--- config.mk ---
export PLATFORM = sky130hd
export DESIGN_NAME = ctq_cell
export DESIGN_NICKNAME = d
export VERILOG_FILES = /design/src/rtl/core/ctq_pkg.sv /design/src/rtl/core/ctq_cell.sv
export SDC_FILE = /design/constraint.sdc
export NUM_CORES = 1
export LEC_CHECK = 0
export BUFFER_PORTS_ARGS = -buffer_cell sky130_fd_sc_hd__buf_4
export CAP_MARGIN = 20
export CORE_AREA = 2 2 122 124
export CTS_CLUSTER_SIZE = 12
export DETAILED_ROUTE_END_ITERATION = 8
export DIE_AREA = 0 0 124 126
export GPL_TIMING_DRIVEN = 0
export HOLD_SLACK_MARGIN = 0.1
export PLACE_DENSITY = 0.7
export SLEW_MARGIN = 20
export SYNTH_ARGS = -nofsm -noshare
export SYNTH_HDL_FRONTEND = slang
export SYNTH_SLANG_ARGS = --single-unit
--- constraint.sdc ---
create_clock -name clk -period 7.3 [get_ports clk]
set_clock_uncertainty 0.15 [all_clocks]
set_input_delay 1.46 -clock clk [delete_from_list [all_inputs] [get_ports clk]]
set_output_delay 1.46 -clock clk [all_outputs]
set_load 0.05 [all_outputs]
--- src/rtl/core/ctq_pkg.sv ---
`default_nettype none
package ctq_pkg;
    localparam int TIME_BITS = 32;
    localparam int SEQ_BITS  = 32;
    localparam int WAIT_BITS = 16;
    localparam int OP_BITS   = 2;
    localparam int CFG_IDX_BITS = 1;

    localparam logic [OP_BITS-1:0] OP_ADD   = 2'd0;
    localparam logic [OP_BITS-1:0] OP_POLL  = 2'd1;
    localparam logic [OP_BITS-1:0] OP_DEL   = 2'd2;
    localparam logic [OP_BITS-1:0] OP_CLEAR = 2'd3;

    localparam logic [CFG_IDX_BITS-1:0] REG_WAIT_TIME = 1'd0;
    localparam logic [CFG_IDX_BITS-1:0] REG_KICK_MODE = 1'd1;

    // command broadcast to every cell for one cycle
    typedef struct packed {
        logic                 ins;      // sorted insert of key
        logic                 pop;      // shift everything one toward the head
        logic                 del;      // drop the first entry matching conn
        logic                 clr;      // empty all cells
        logic [TIME_BITS-1:0] key;
        logic [SEQ_BITS-1:0]  seq;
    } ctq_cmd_t;
endpackage
`default_nettype wire

--- src/rtl/core/ctq_cell.sv ---
`default_nettype none
// one slot of the sorted row; cell 0 holds the earliest entry
module ctq_cell #(
    parameter int CONN_BITS = 10
) (
    input  wire                   clk,
    input  wire                   rst_n,
    input  ctq_pkg::ctq_cmd_t     cmd,
    input  wire [CONN_BITS-1:0]   cmd_conn,
    // neighbor toward the head
    input  wire                   prev_valid,
    input  wire                   prev_le,       // prev holds time <= key
    input  wire [31:0]            prev_time,
    input  wire [CONN_BITS-1:0]   prev_conn,
    input  wire [31:0]            prev_seq,
    input  wire [6:0]             prev_drop,     // nonzero when a match sits at or before this cell
    // neighbor toward the tail
    input  wire                   succ_valid,
    input  wire [31:0]            succ_time,
    input  wire [CONN_BITS-1:0]   succ_conn,
    input  wire [31:0]            succ_seq,
    output logic                  valid,
    output logic                  le,
    output logic [31:0]           time_q,
    output logic [CONN_BITS-1:0]  conn_q,
    output logic [31:0]           seq_q,
    output logic                  match
);
    import ctq_pkg::*;

    logic                 valid_reg, valid_next;
    logic [31:0]          time_reg, time_next;
    logic [CONN_BITS-1:0] conn_reg, conn_next;
    logic [31:0]          seq_reg, seq_next;
    logic                 here_le;

    assign here_le = valid_reg && (time_reg <= cmd.key);
    assign valid  = valid_reg;
    assign le     = here_le;
    assign time_q = time_reg;
    assign conn_q = conn_reg;
    assign seq_q  = seq_reg;
    assign match  = valid_reg && (conn_reg == cmd_conn);

    always_comb
    begin
        valid_next = valid_reg;
        time_next  = time_reg;
        conn_next  = conn_reg;
        seq_next   = seq_reg;
        if (cmd.clr)
        begin
            valid_next = 1'b0;
        end
        else if (cmd.pop)
        begin
            valid_next = succ_valid;
            time_next  = succ_time;
            conn_next  = succ_conn;
            seq_next   = succ_seq;
        end
        else if (cmd.ins)
        begin
            // stable insert: goes behind every entry <= key
            if (!here_le && prev_le)
            begin
                valid_next = 1'b1;
                time_next  = cmd.key;
                conn_next  = cmd_conn;
                seq_next   = cmd.seq;
            end
            else if (!here_le && prev_valid)
            begin
                valid_next = 1'b1;
                time_next  = prev_time;
                conn_next  = prev_conn;
                seq_next   = prev_seq;
            end
        end
        else if (cmd.del)
        begin
            // one delete step removes the first match and closes the gap
            if (prev_drop != 7'd0)
            begin
                valid_next = succ_valid;
                time_next  = succ_time;
                conn_next  = succ_conn;
                seq_next   = succ_seq;
            end
        end
    end

    always_ff @(posedge clk or negedge rst_n)
    begin
        if (!rst_n)
            valid_reg <= 1'b0;
        else
            valid_reg <= valid_next;
    end

    always_ff @(posedge clk)
    begin
        time_reg <= time_next;
        conn_reg <= conn_next;
        seq_reg  <= seq_next;
    end
endmodule
`default_nettype wire

# Yosys cells after proc, flatten, opt, wreduce, memory -nomap -nowiden
# Cells that the tools add are included.
# totals
in_bits	238
regBits	75
# classes
n_lt_le_gt_ge	1
reduce_logical	12
n_mux	25
bitwise	1
n_eq_ne	3
# ops
cell	n
32-bit 2-to-1 mux	12
10-bit 2-to-1 mux	6
32-bit <= comparator	1
10-bit equality test	1
4-bit nonzero test	2
1-bit 2-to-1 mux	7
7-bit nonzero test	1
3-bit nonzero test	2
5-bit by 3-bit inequality test with 1-bit output, second input constant	1
1-bit logical AND	4
4-bit by 2-bit inequality test with 1-bit output, second input constant	1
4-bit AND reduction	1
3-bit AND reduction	1
1-bit zero test	1
1-bit NOT	1

# Logic depth before layout (Yosys ltp)
# Gate-level depths: netlist (run 1).
# logic_depth
ltp_word	9
depth_mapped	11
ltp_nobuf	9

# Worst setup path after synthesis (run 1)
# No wires, ideal clock.
# synth_path
kind	input to register
start	input cmd[61] in the netlist's numbering
end	register conn_reg[0], in the netlist conn_q[0], enable pin
setup_ps	531
t_arrival_ps	6535
t_required_ps	6619
slack_ps	84
cell_stages	9
path_cell_list	inv_1 > ha_1 > nand4_2 > nor4_4 > o21ai_1 > a31oi_1 > nor2_1 > a311o_1 > a21oi_1
# synth_via
elab_chain_cells	6
elab_cells_between_ends	7
cone_classes	order compare (1); eq/ne (1); reduce/logical (5)
# synth_lines
element	line	text
start, declared	ctq_cell.sv:8	input ctq_pkg::ctq_cmd_t cmd,
32-bit <= comparator *	ctq_cell.sv:37	assign here_le = valid_reg && (time_reg <= cmd.key);
1-bit logical AND *	ctq_cell.sv:37	
1-bit zero test *	ctq_cell.sv:65, ctq_cell.sv:72	
1-bit logical AND, on equally long branches	ctq_cell.sv:65, ctq_cell.sv:72	
4-bit by 2-bit inequality test with 1-bit output (no source line) *	n/a	
4-bit AND reduction (no source line) *	n/a	
end signal, assigned	ctq_cell.sv:104	conn_reg <= conn_next;
end, declared	ctq_cell.sv:33	logic [CONN_BITS-1:0] conn_reg, conn_next;
# Mark *: on every way between the ends. The rest lies on a longest branch, timed or not.
# A chain may end at the register's enable or synchronous reset.

# Final worst setup path (run 1)
# layout_path
start	input cmd[47] in the netlist's numbering
end	output le
# layout_via
elab_chain_cells	2
# layout_lines
element	line	text
32-bit <= comparator	ctq_cell.sv:37	
1-bit logical AND	ctq_cell.sv:37	
end, declared	ctq_cell.sv:23	output logic le,
# Every way passes these cells.

==> results.md, run 1 <==
* # DRC at 0
* DR vias at 4757
* Period utilization at 68.8%
* Power Density at 183 nW/um2
* Crit start category: primary input
* ANT cells at 0
* WL final at 16.5 mm
* Gpl congestion at 0.878
* Initial Util at 34.1%
* Worst hold slack at approximately 0.55 ns
* Clock transition at path regs at 0.05 ns
* Longest Clk Path Bufs at 2
* Final Cell Area at 7840 um2
* Input/output buffers at approximately 310
* Worst-Margin Slew at 0.764 ns
* Post-synth EDFFs at 74
* Setup TNS at 0 ns
* Clock power frac at around 30%
* Seq/Total Area, Yosys at 46.0%
* Fill count at 1270
* Max-cap violations at 0
* Placed Cells at 970
* Layout Cells excl Fill at 985
* Kind of critical path: primary input to output pin
* Die Y at about 130 um
* Via density at 4.83
* Reg power frac at 37.2%
* Share of cells above drive strength 1 at 42.9%
* H-tree depth at 3
* CP max FO at 4
* CORE AREA at 14300 um2
* Net count, final at between 1000 and 1500
* Final Hold Vio Count at 0
* Die Area at between 15000 and 20000 um2
* Worst vdd ir at approximately 0.000087 V
* Internal Dissipation at 0.987 mW
* Setup repair after global routing missed its margin: no
* DP Worst Slack at 2.28 ns
* Net Switching at 0.447 mW
* Post-CTS Setup Bufs at 0
* DR iter-0 viols at 192
* Mapped Nets at 739
* Mapped Area at 4880 um2
* Gate power share at about a third
* Number of buffers created by CTS at 9
* Final setup fails at 0
* Die W at 124 um
* Clock Sinks at between 70 and 80
* LEAKAGE at 3.82 nW
* Total grt overflow at 0
* Ys Warns at 0
* Average wire per standard cell at 16.7 um
* Clock insertion delay at the later pin of the skew report at 0.34 ns
* Relative slew slack at 48.9%
* Crit end category: output pin
* Area leader, netlist: edfxtp_1
* Max Clock Freq at 0.199 GHz
* Min cycle time layout at 5.02 ns
* Status: finished, final reports clean
* Post-Place Cell Area at around 7600 um2
* Layout area overhead at 60.6%
* Hpwl dp at 13.5 mm
* Final ANT Viol Nets at 0
* Ys flop type: edfxtp_1
* Initial antenna violation count at 0
* Unique masters post-synth at 33
* Global-route wire length before repair at 24.7 mm
* Post-cts sizing count at 0
* Cells after Synth at 469
* Switching Fraction at 31.2%
* Final WS setup at 2.28 ns
* Top cells by area, synth: edfxtp_1 46%, mux2i_1 15%, a21oi_1 8.9%, ha_1 8.2%, nor2_1 6.2%
* Worst Hold Class: flip-flop to flip-flop
* CTS root buffer: clkbuf_16
* Count leader, synth: a21oi_1
* Pin count of the biggest net entering global routing at 25
* Syn Area/Cell at roughly 10 um2
* Vias in the first global route at 4823
* CTS tree: yes
* Yosys top cell area share at 45.5%
* CP Data Required Time at 5.69 ns
* Synth top cells by count: 87 x a21oi_1, 81 x nor2_1, 74 x edfxtp_1, 74 x mux2i_1, 36 x inv_1
* Standard-cell row count at 44
* Drt first pass iters at 4
* Ys async rst share at under 10%
* # hold bufs at CTS at 0
* Aggregate global-route resource usage at 20.7%
* Worst Path Arrival at 3.41 ns
* Number of synthesized register bits at 75
* Slew Viols, Final at 0
* I/O pins at 315
## final cells by class
type                    count  area [um2]  share of cell area (%)
inverters                  36         135                    1.72
clock inverters             3        40.0                   0.511
repair buffers            317        2440                    31.1
plain buffers              24         199                    2.54
flip-flops and latches     75        2250                    28.7
multi-input cells         334        2310                    29.5
well taps                 184         230                    2.94
clock buffers              12         236                    3.02
## cells in the final DEF, fill, tap and decap left out, drive strengths merged
cell | Yosys | layout
o2111ai | 1 | 1
nand3 | 3 | 3
ha | 32 | 32
a21oi | 87 | 87
a21o | 1 | 1
nand2 | 13 | 13
edfxtp | 74 | 74
bufinv | 0 | 1
a31oi | 3 | 3
nor2b | 1 | 1
nor4 | 4 | 4
inv | 36 | 36
a311o | 1 | 1
a31o | 1 | 1
xnor2 | 10 | 10
a311oi | 1 | 1
nor3 | 2 | 2
nor2 | 81 | 81
dfrtp | 1 | 1
a22oi | 1 | 1
o211a | 1 | 1
clkbuf | 16 | 28
nand4 | 6 | 6
buf | 8 | 325
mux2i | 74 | 74
o21ai | 8 | 8
a211oi | 2 | 2
clkinv | 0 | 2
a2111oi | 1 | 1
## per-stage QoR
step / power [mW] / util, %
6_report: 1.43 / 54.8
5_1_grt: 1.49 / 54.8
4_1_cts: 1.45 / 54.8
3_5_place_dp: 1.01 / 52.8
3_3_place_gp: 0.998 / 52.2
2_1_floorplan: 0.809 / -
## routing by layer
metal / wire (um) / vias up / global-route usage [%]
met5: 0 / - / 0
met4: 517 / 0 / 9.05
met3: 1400 / 35 / 5.57
met2: 8340 / 215 / 36.4
met1: 6200 / 2162 / 23.2
li1: - / 2345 / -
## worst paths after layout
kind                            slack, ns        from        end  depth (start not counted)
worst max-delay path                 2.28     cmd[47]         le                         10
min in group asynchronous            0.74       rst_n      valid                          1
worst max register to register       3.62  time_q[15]  seq_q[22]                         10
worst min register to register       0.55       valid      valid                          2
max in group asynchronous            6.18       rst_n      valid                          1
worst min-delay path                 0.55       valid      valid                          2
## power groups by stage
| stage | logic [mW] | clock network, mW | registers [mW] |
|---|---|---|---|
| final | 0.466 | 0.434 | 0.533 |
| after CTS | 0.469 | 0.442 | 0.534 |
| after floorplan | 0.159 | 0 | 0.649 |
| after global placement | 0.452 | 0 | 0.546 |
| after global routing | 0.500 | 0.458 | 0.537 |
| after detailed placement | 0.468 | 0 | 0.542 |
## critical path, cell delays in order
cell     delay (ns)
buf_4          0.09
inv_1          0.03
ha_1           0.31
nand4_2        0.17
nor4_4         0.42
o21ai_1        0.16
a31oi_1        0.26
nor2_1         0.09
a31o_2         0.22
buf_4          0.19
## logic make-up (layout without fill, tap and decap cells)
group	count (synthesis)	count (layout)	share of synthesized area [%]
flip-flops	75	75	46.0
AND/OR/NAND/NOR	110	110	10.0
buffers and inverters	60	392	6.84
adder cells (fa/ha/maj)	32	32	8.20
multiplexers	74	74	15.2
AO/OA/AOI/OAI	108	108	12.0
XOR/XNOR	10	10	1.79
No activity file was read; power rests on OpenSTA's default activity.
==> inputs of run 2 (changes only) <==
ABC_AREA = 1   (was not set)
CORE_AREA = not set   (was 2 2 122 124)
CORE_UTILIZATION = 35   (was not set)
DIE_AREA = not set   (was 0 0 124 126)
PLACE_DENSITY = 0.69   (was 0.7)
clock period = 5.2 ns   (was 7.3 ns; I/O delays follow)
==> results.md, run 2 <==
* Switching Fraction at between 30% and 40%
* Setup TNS at 0 ns
* Yosys top cell area share at between 40% and 50%
* Input/output buffers at 314
* Aggregate global-route resource usage at 24.1%
* I/O pins at between 300 and 400
* Share of cells above drive strength 1 at 32.3%
* Gpl congestion at 0.825
* Longest Clk Path Bufs at 2
* Initial antenna violation count at 0
* Ys async rst share at 1.33%
* Final Hold Vio Count at 0
* Drt first pass iters at 5
* Reg power frac at 33.8%
* Number of buffers created by CTS at 9
* CTS tree: yes
* Seq/Total Area, Yosys at between 40% and 50%
* Final core utilization at 56.2%
* Area leader, netlist: edfxtp_1
* Mapped Area at 5530 um2
* Total grt overflow at 0
* Max-cap violations at 0
* Crit end category: output pin
* Post-synth EDFFs at 74
* Standard-cell row count at between 40 and 50
* WL final at 19.5 mm
* Unique masters post-synth at 27
* Final ANT Viol Nets at 0
* Placed Cells at 1278
* Initial Util at between 30% and 40%
* Status: finished, final reports clean
* Post-cts sizing count at 0
* Final WS setup at ~1.1 ns
* Syn Area/Cell at around 7.4 um2
* Layout area overhead at 55.6%
* Die Area at ~16000 um2
* Clock insertion delay at the later pin of the skew report at 0.34 ns
* Layout Cells excl Fill at 1294
* Post-Place Cell Area at 8240 um2
* Hpwl dp at 15.5 mm
* CORE AREA at 15300 um2
* Final Cell Area at between 8000 and 9000 um2
* Mapped Nets at 1020
* Gate power share at 31.5%
* Clock power frac at 34.7%
* # hold bufs at CTS at 0
* Vias in the first global route at 5903
* Post-CTS Setup Bufs at 0
* Final setup fails at 0
* Setup repair after global routing missed its margin: no
* Relative slew slack at 50.1%
* Clock Sinks at 75
* Count leader, synth: nand2_1
* Crit start category: primary input
* Worst-Margin Slew at 0.747 ns
* Worst hold slack at between 0.3 and 0.4 ns
* Period utilization at 79.1%
* Top cells by area, synth: edfxtp_1 40%, nand2_1 18%, nand3_1 10%, inv_1 8.4%, ha_1 7.2%
* Ys Warns at 0
* Average wire per standard cell at 15.1 um
* Number of synthesized register bits at 75
* Clock transition at path regs at 0.06 ns
* ANT cells at 0
* Min cycle time layout at 4.11 ns
* Worst vdd ir at 0.000175 V
* Kind of critical path: primary input to output pin
* CTS root buffer: clkbuf_16
* CP max FO at 10
* DR iter-0 viols at 303
* Cells after Synth at 750
* Worst Hold Class: primary input to asynchronous set/reset pin
* # DRC at 0
* Power Density at 258 nW/um2
* DR vias at 6005
* Net Switching at 0.686 mW
* Commonest non-fill, non-tap cell in the layout: buf_4
* Via density at 4.64
* Total power at 2.22 mW
* Ys flop type: edfxtp_1
* CP Data Required Time at about 4.0 ns
* LEAKAGE at roughly 4.6 nW
* Die Y at 128 um
* Die W at 128 um
* Pin count of the biggest net entering global routing at 23
* Global-route wire length before repair at 29.8 mm
* Internal Dissipation at 1.53 mW
* Max Clock Freq at 0.243 GHz
* Synth top cells by count: 267 x nand2_1, 123 x inv_1, 115 x nand3_1
* Most frequent cells in the layout: 319 x buf_4, 267 x nand2_1, 123 x inv_1
* Net count, final at ~1300
* H-tree depth at 3
* Worst Path Arrival at 2.92 ns
* Slew Viols, Final at 0
* DP Worst Slack at between 0.9 and 1 ns
## run 2: changes by cell type after synthesis, moves of 8 or more
| cell | before | now |
|---|---|---|
| inv_1 | 36 | 123 |
| xnor2_1 | 10 | 2 |
| nand2_1 | 13 | 267 |
| nand3b_1 | 0 | 39 |
| mux2i_1 | 74 | 0 |
| a21oi_1 | 87 | 15 |
| nor2_1 | 81 | 20 |
| nand3_1 | 3 | 115 |
## run 2: area by class of cell
class / instances / area [um2]
fillers: 1514 / 6710
multi-input cells: 512 / 2610
repair buffers: 317 / 2440
flip-flops and latches: 75 / 2250
inverters: 123 / 462
well taps: 211 / 264
clock buffers: 10 / 229
plain buffers: 40 / 226
clock inverters: 6 / 128
## run 2: layer usage
metal | vias to the layer above | GRT usage [%] | routed length (um)
met5 | - | 0 | 0
met4 | 0 | 9.13 | 482
met3 | 27 | 5.72 | 1470
met2 | 231 | 42.6 | 9660
met1 | 2682 | 28.4 | 7900
li1 | 3065 | - | -
## run 2: kinds of logic (layout without fill, tap and decap cells)
family          Yosys count  in the layout  share of synthesized area [%]
simple gates            449            449                           36.2
buf+inv                 163            496                           12.4
flops                    75             75                           40.6
fa+ha+maj                32             32                           7.24
compound gates           26             26                           2.72
xor+xnor                  5              5                          0.792
## run 2: power groups by stage
stage                     sequential [mW]  combinational (mW)  clock [mW]
after CTS                           0.750               0.704       0.778
after global placement              0.766               0.683           0
final                               0.750               0.698       0.768
after global routing                0.754               0.763       0.798
after detailed placement            0.762               0.702           0
after floorplan                     0.915               0.248           0
## run 2: worst max-delay path, stage by stage
cell	delay, ns
buf_4	0.08
inv_1	0.06
ha_1	0.30
nand2_1	0.07
nor2_1	0.14
nand2_1	0.11
nor2_1	0.17
nand2_1	0.07
nand2_1	0.07
nand2_2	0.08
nand2_4	0.09
buf_4	0.21
buf_4	0.20
inv_1	0.05
buf_4	0.18
## run 2: path summary, 6_finish.rpt
path | startpoint | endpoint | slack [ns] | cells past startpoint
worst min register to register | valid | valid | 0.52 | 2
worst max-delay path | cmd[63] | le | 1.09 | 15
min in group clk | valid | valid | 0.52 | 2
max in group asynchronous | rst_n | valid | 4.51 | 1
worst min-delay path | rst_n | valid | 0.31 | 1
worst max register to register | time_q[31] | time_q[22] | 1.78 | 14
==> inputs of run 3 (changes only) <==
ABC_AREA = 0   (was 1)
CORE_AREA = 2 2 122 124   (was not set)
CORE_UTILIZATION = not set   (was 35)
DIE_AREA = 0 0 124 126   (was not set)
PLACE_DENSITY = 0.7   (was 0.69)
clock period = 4.2 ns   (was 5.2 ns; I/O delays follow)
==> results.md, run 3 (same netlist as run 1, synthesis figures left out) <==
* Slew Viols, Final at 0
* DR vias at 4776
* Power Density at 310 nW/um2
* Standard-cell row count at 44
* Global-route wire length before repair at 24.9 mm
* CP max-delay cell: a21oi_4
* Initial antenna violation count at 0
* Final Cell Area at 7800 um2
* I/O pins at 315
* Most frequent cells in the layout: 315 x buf_4, 86 x a21oi_1, 81 x nor2_1
* CORE AREA at roughly 14000 um2
* Die Area at 15600 um2
* Die Y at 126 um
* Relative slew slack at a little over 50%
* Average wire per standard cell at approximately 17 um
* Final Hold Vio Count at 0
* Commonest non-fill, non-tap cell in the layout: buf_4
* Clock Sinks at 75
* Number of buffers created by CTS at 9
* Final setup fails at 0
* Worst Hold Class: primary input to asynchronous set/reset pin
* Min cycle time layout at 3.86 ns
* Die W at 124 um
* Final core utilization at a little over half
* ANT cells at 0
* Aggregate global-route resource usage at 21.1%
* Crit start category: primary input
* Via density at 4.85
* Period utilization at roughly nine tenths
* Post-cts sizing count at 0
* Total grt overflow at 0
* Crit end category: flip-flop
* Max Clock Freq at 0.259 GHz
* # DRC at 0
* Kind of critical path: primary input to flip-flop
* Critical Path, Cell by Cell: buf_4 > inv_1 > ha_1 > nand4_2 > nor4_4 > o21ai_1 > a31oi_1 > nor2_1 > a311o_1 > a21oi_4 > buf_16 > buf_8
* Clock transition at path regs at roughly 0.050 ns
* Net count, final at 1067
* Longest Clk Path Bufs at 2
* Gpl congestion at 0.841
* Pin count of the biggest net entering global routing at 25
* # hold bufs at CTS at 0
* Vias in the first global route at 5015
* Max-cap violations at 0
* CTS tree: yes
* Layout area overhead at 59.8%
* CP Data Required Time at 4.09 ns
* Share of cells above drive strength 1 at 42.9%
* Status: finished, final reports clean
* LEAKAGE at 3.80 nW
* Placed Cells at between 900 and 1000
* CTS root buffer: clkbuf_16
* Final ANT Viol Nets at 0
* Input/output buffers at between 300 and 400
* WL final at approximately 17 mm
* Post-Place Cell Area at 7550 um2
* Crit path largest cell delay at roughly 0.62 ns
* DR iter-0 viols at about 210
* Setup repair after global routing missed its margin: no
* Layout Cells excl Fill at 985
* Clock insertion delay at the later pin of the skew report at 0.34 ns
* Drt first pass iters at 4
* H-tree depth at 3
* Post-CTS Setup Bufs at 0
* Hpwl dp at 13.7 mm
* Worst-Margin Slew at approximately 0.74 ns
* CP max FO at 22
* Initial Util at 34.1%
* Worst vdd ir at 0.000247 V
* Total power at around 2.4 mW
* Worst Path Arrival at 3.75 ns
## run 3: critical path, delay by kind of cell
kind | cells | cell delay [ns]
and+or+nand+nor | 3 | 0.69
adders and majority gates | 1 | 0.32
buffers and inverters | 4 | 0.55
AOI/OAI and AO/OA | 4 | 1.33
## run 3: stage by stage
stage	hold WS [ns]	setup WS (ns)	TNS (ns)
final	0.121	0.339	0
after global routing	0.107	0.116	0
after CTS	0.107	0.311	0
after detailed placement	0.468	-0.0295	-0.405
after global placement	0.467	-0.864	-63.62
after floorplan	0.394	0.0277	0
## run 3: final timing paths
kind / cells after the start / endpoint / slack (ns) / from
setup / recovery: 12 / time_q[3] / 0.34 / cmd[47]
hold / removal: 1 / valid / 0.12 / rst_n
setup reg to reg: 10 / time_q[3] / 0.54 / time_q[26]
hold reg to reg: 2 / valid / 0.55 / valid
max in group asynchronous: 1 / valid / 3.70 / rst_n
min in group clk: 2 / valid / 0.55 / cmd[64]
## run 3: layer usage
layer	up-vias	wire length, um	GRT usage [%]	part of all wire [%]
met1	2177	6380	23.2	38
met3	28	1410	6.48	8.4
met4	0	367	6.87	2.2
met2	220	8550	38.1	51
met5	-	0	0	0
li1	2351	-	-	-
## run 3: area by class of cell
type / instances / area, um2
sequential: 75 / 2250
clock buffer: 11 / 233
buffer: 24 / 199
fill: 1294 / 6510
tap: 184 / 230
clock inverter: 4 / 18.8
inverter: 36 / 135
timing repair buffer: 317 / 2430
multi-input combinational: 334 / 2310
## run 3: report_power, final
group / internal [mW] / total (mW) / leakage [nW] / switching, mW
sequential: 0.898 / 0.925 / 0.715 / 0.0269
clock: 0.392 / 0.686 / 0.127 / 0.294
combinational: 0.360 / 0.812 / 2.96 / 0.452
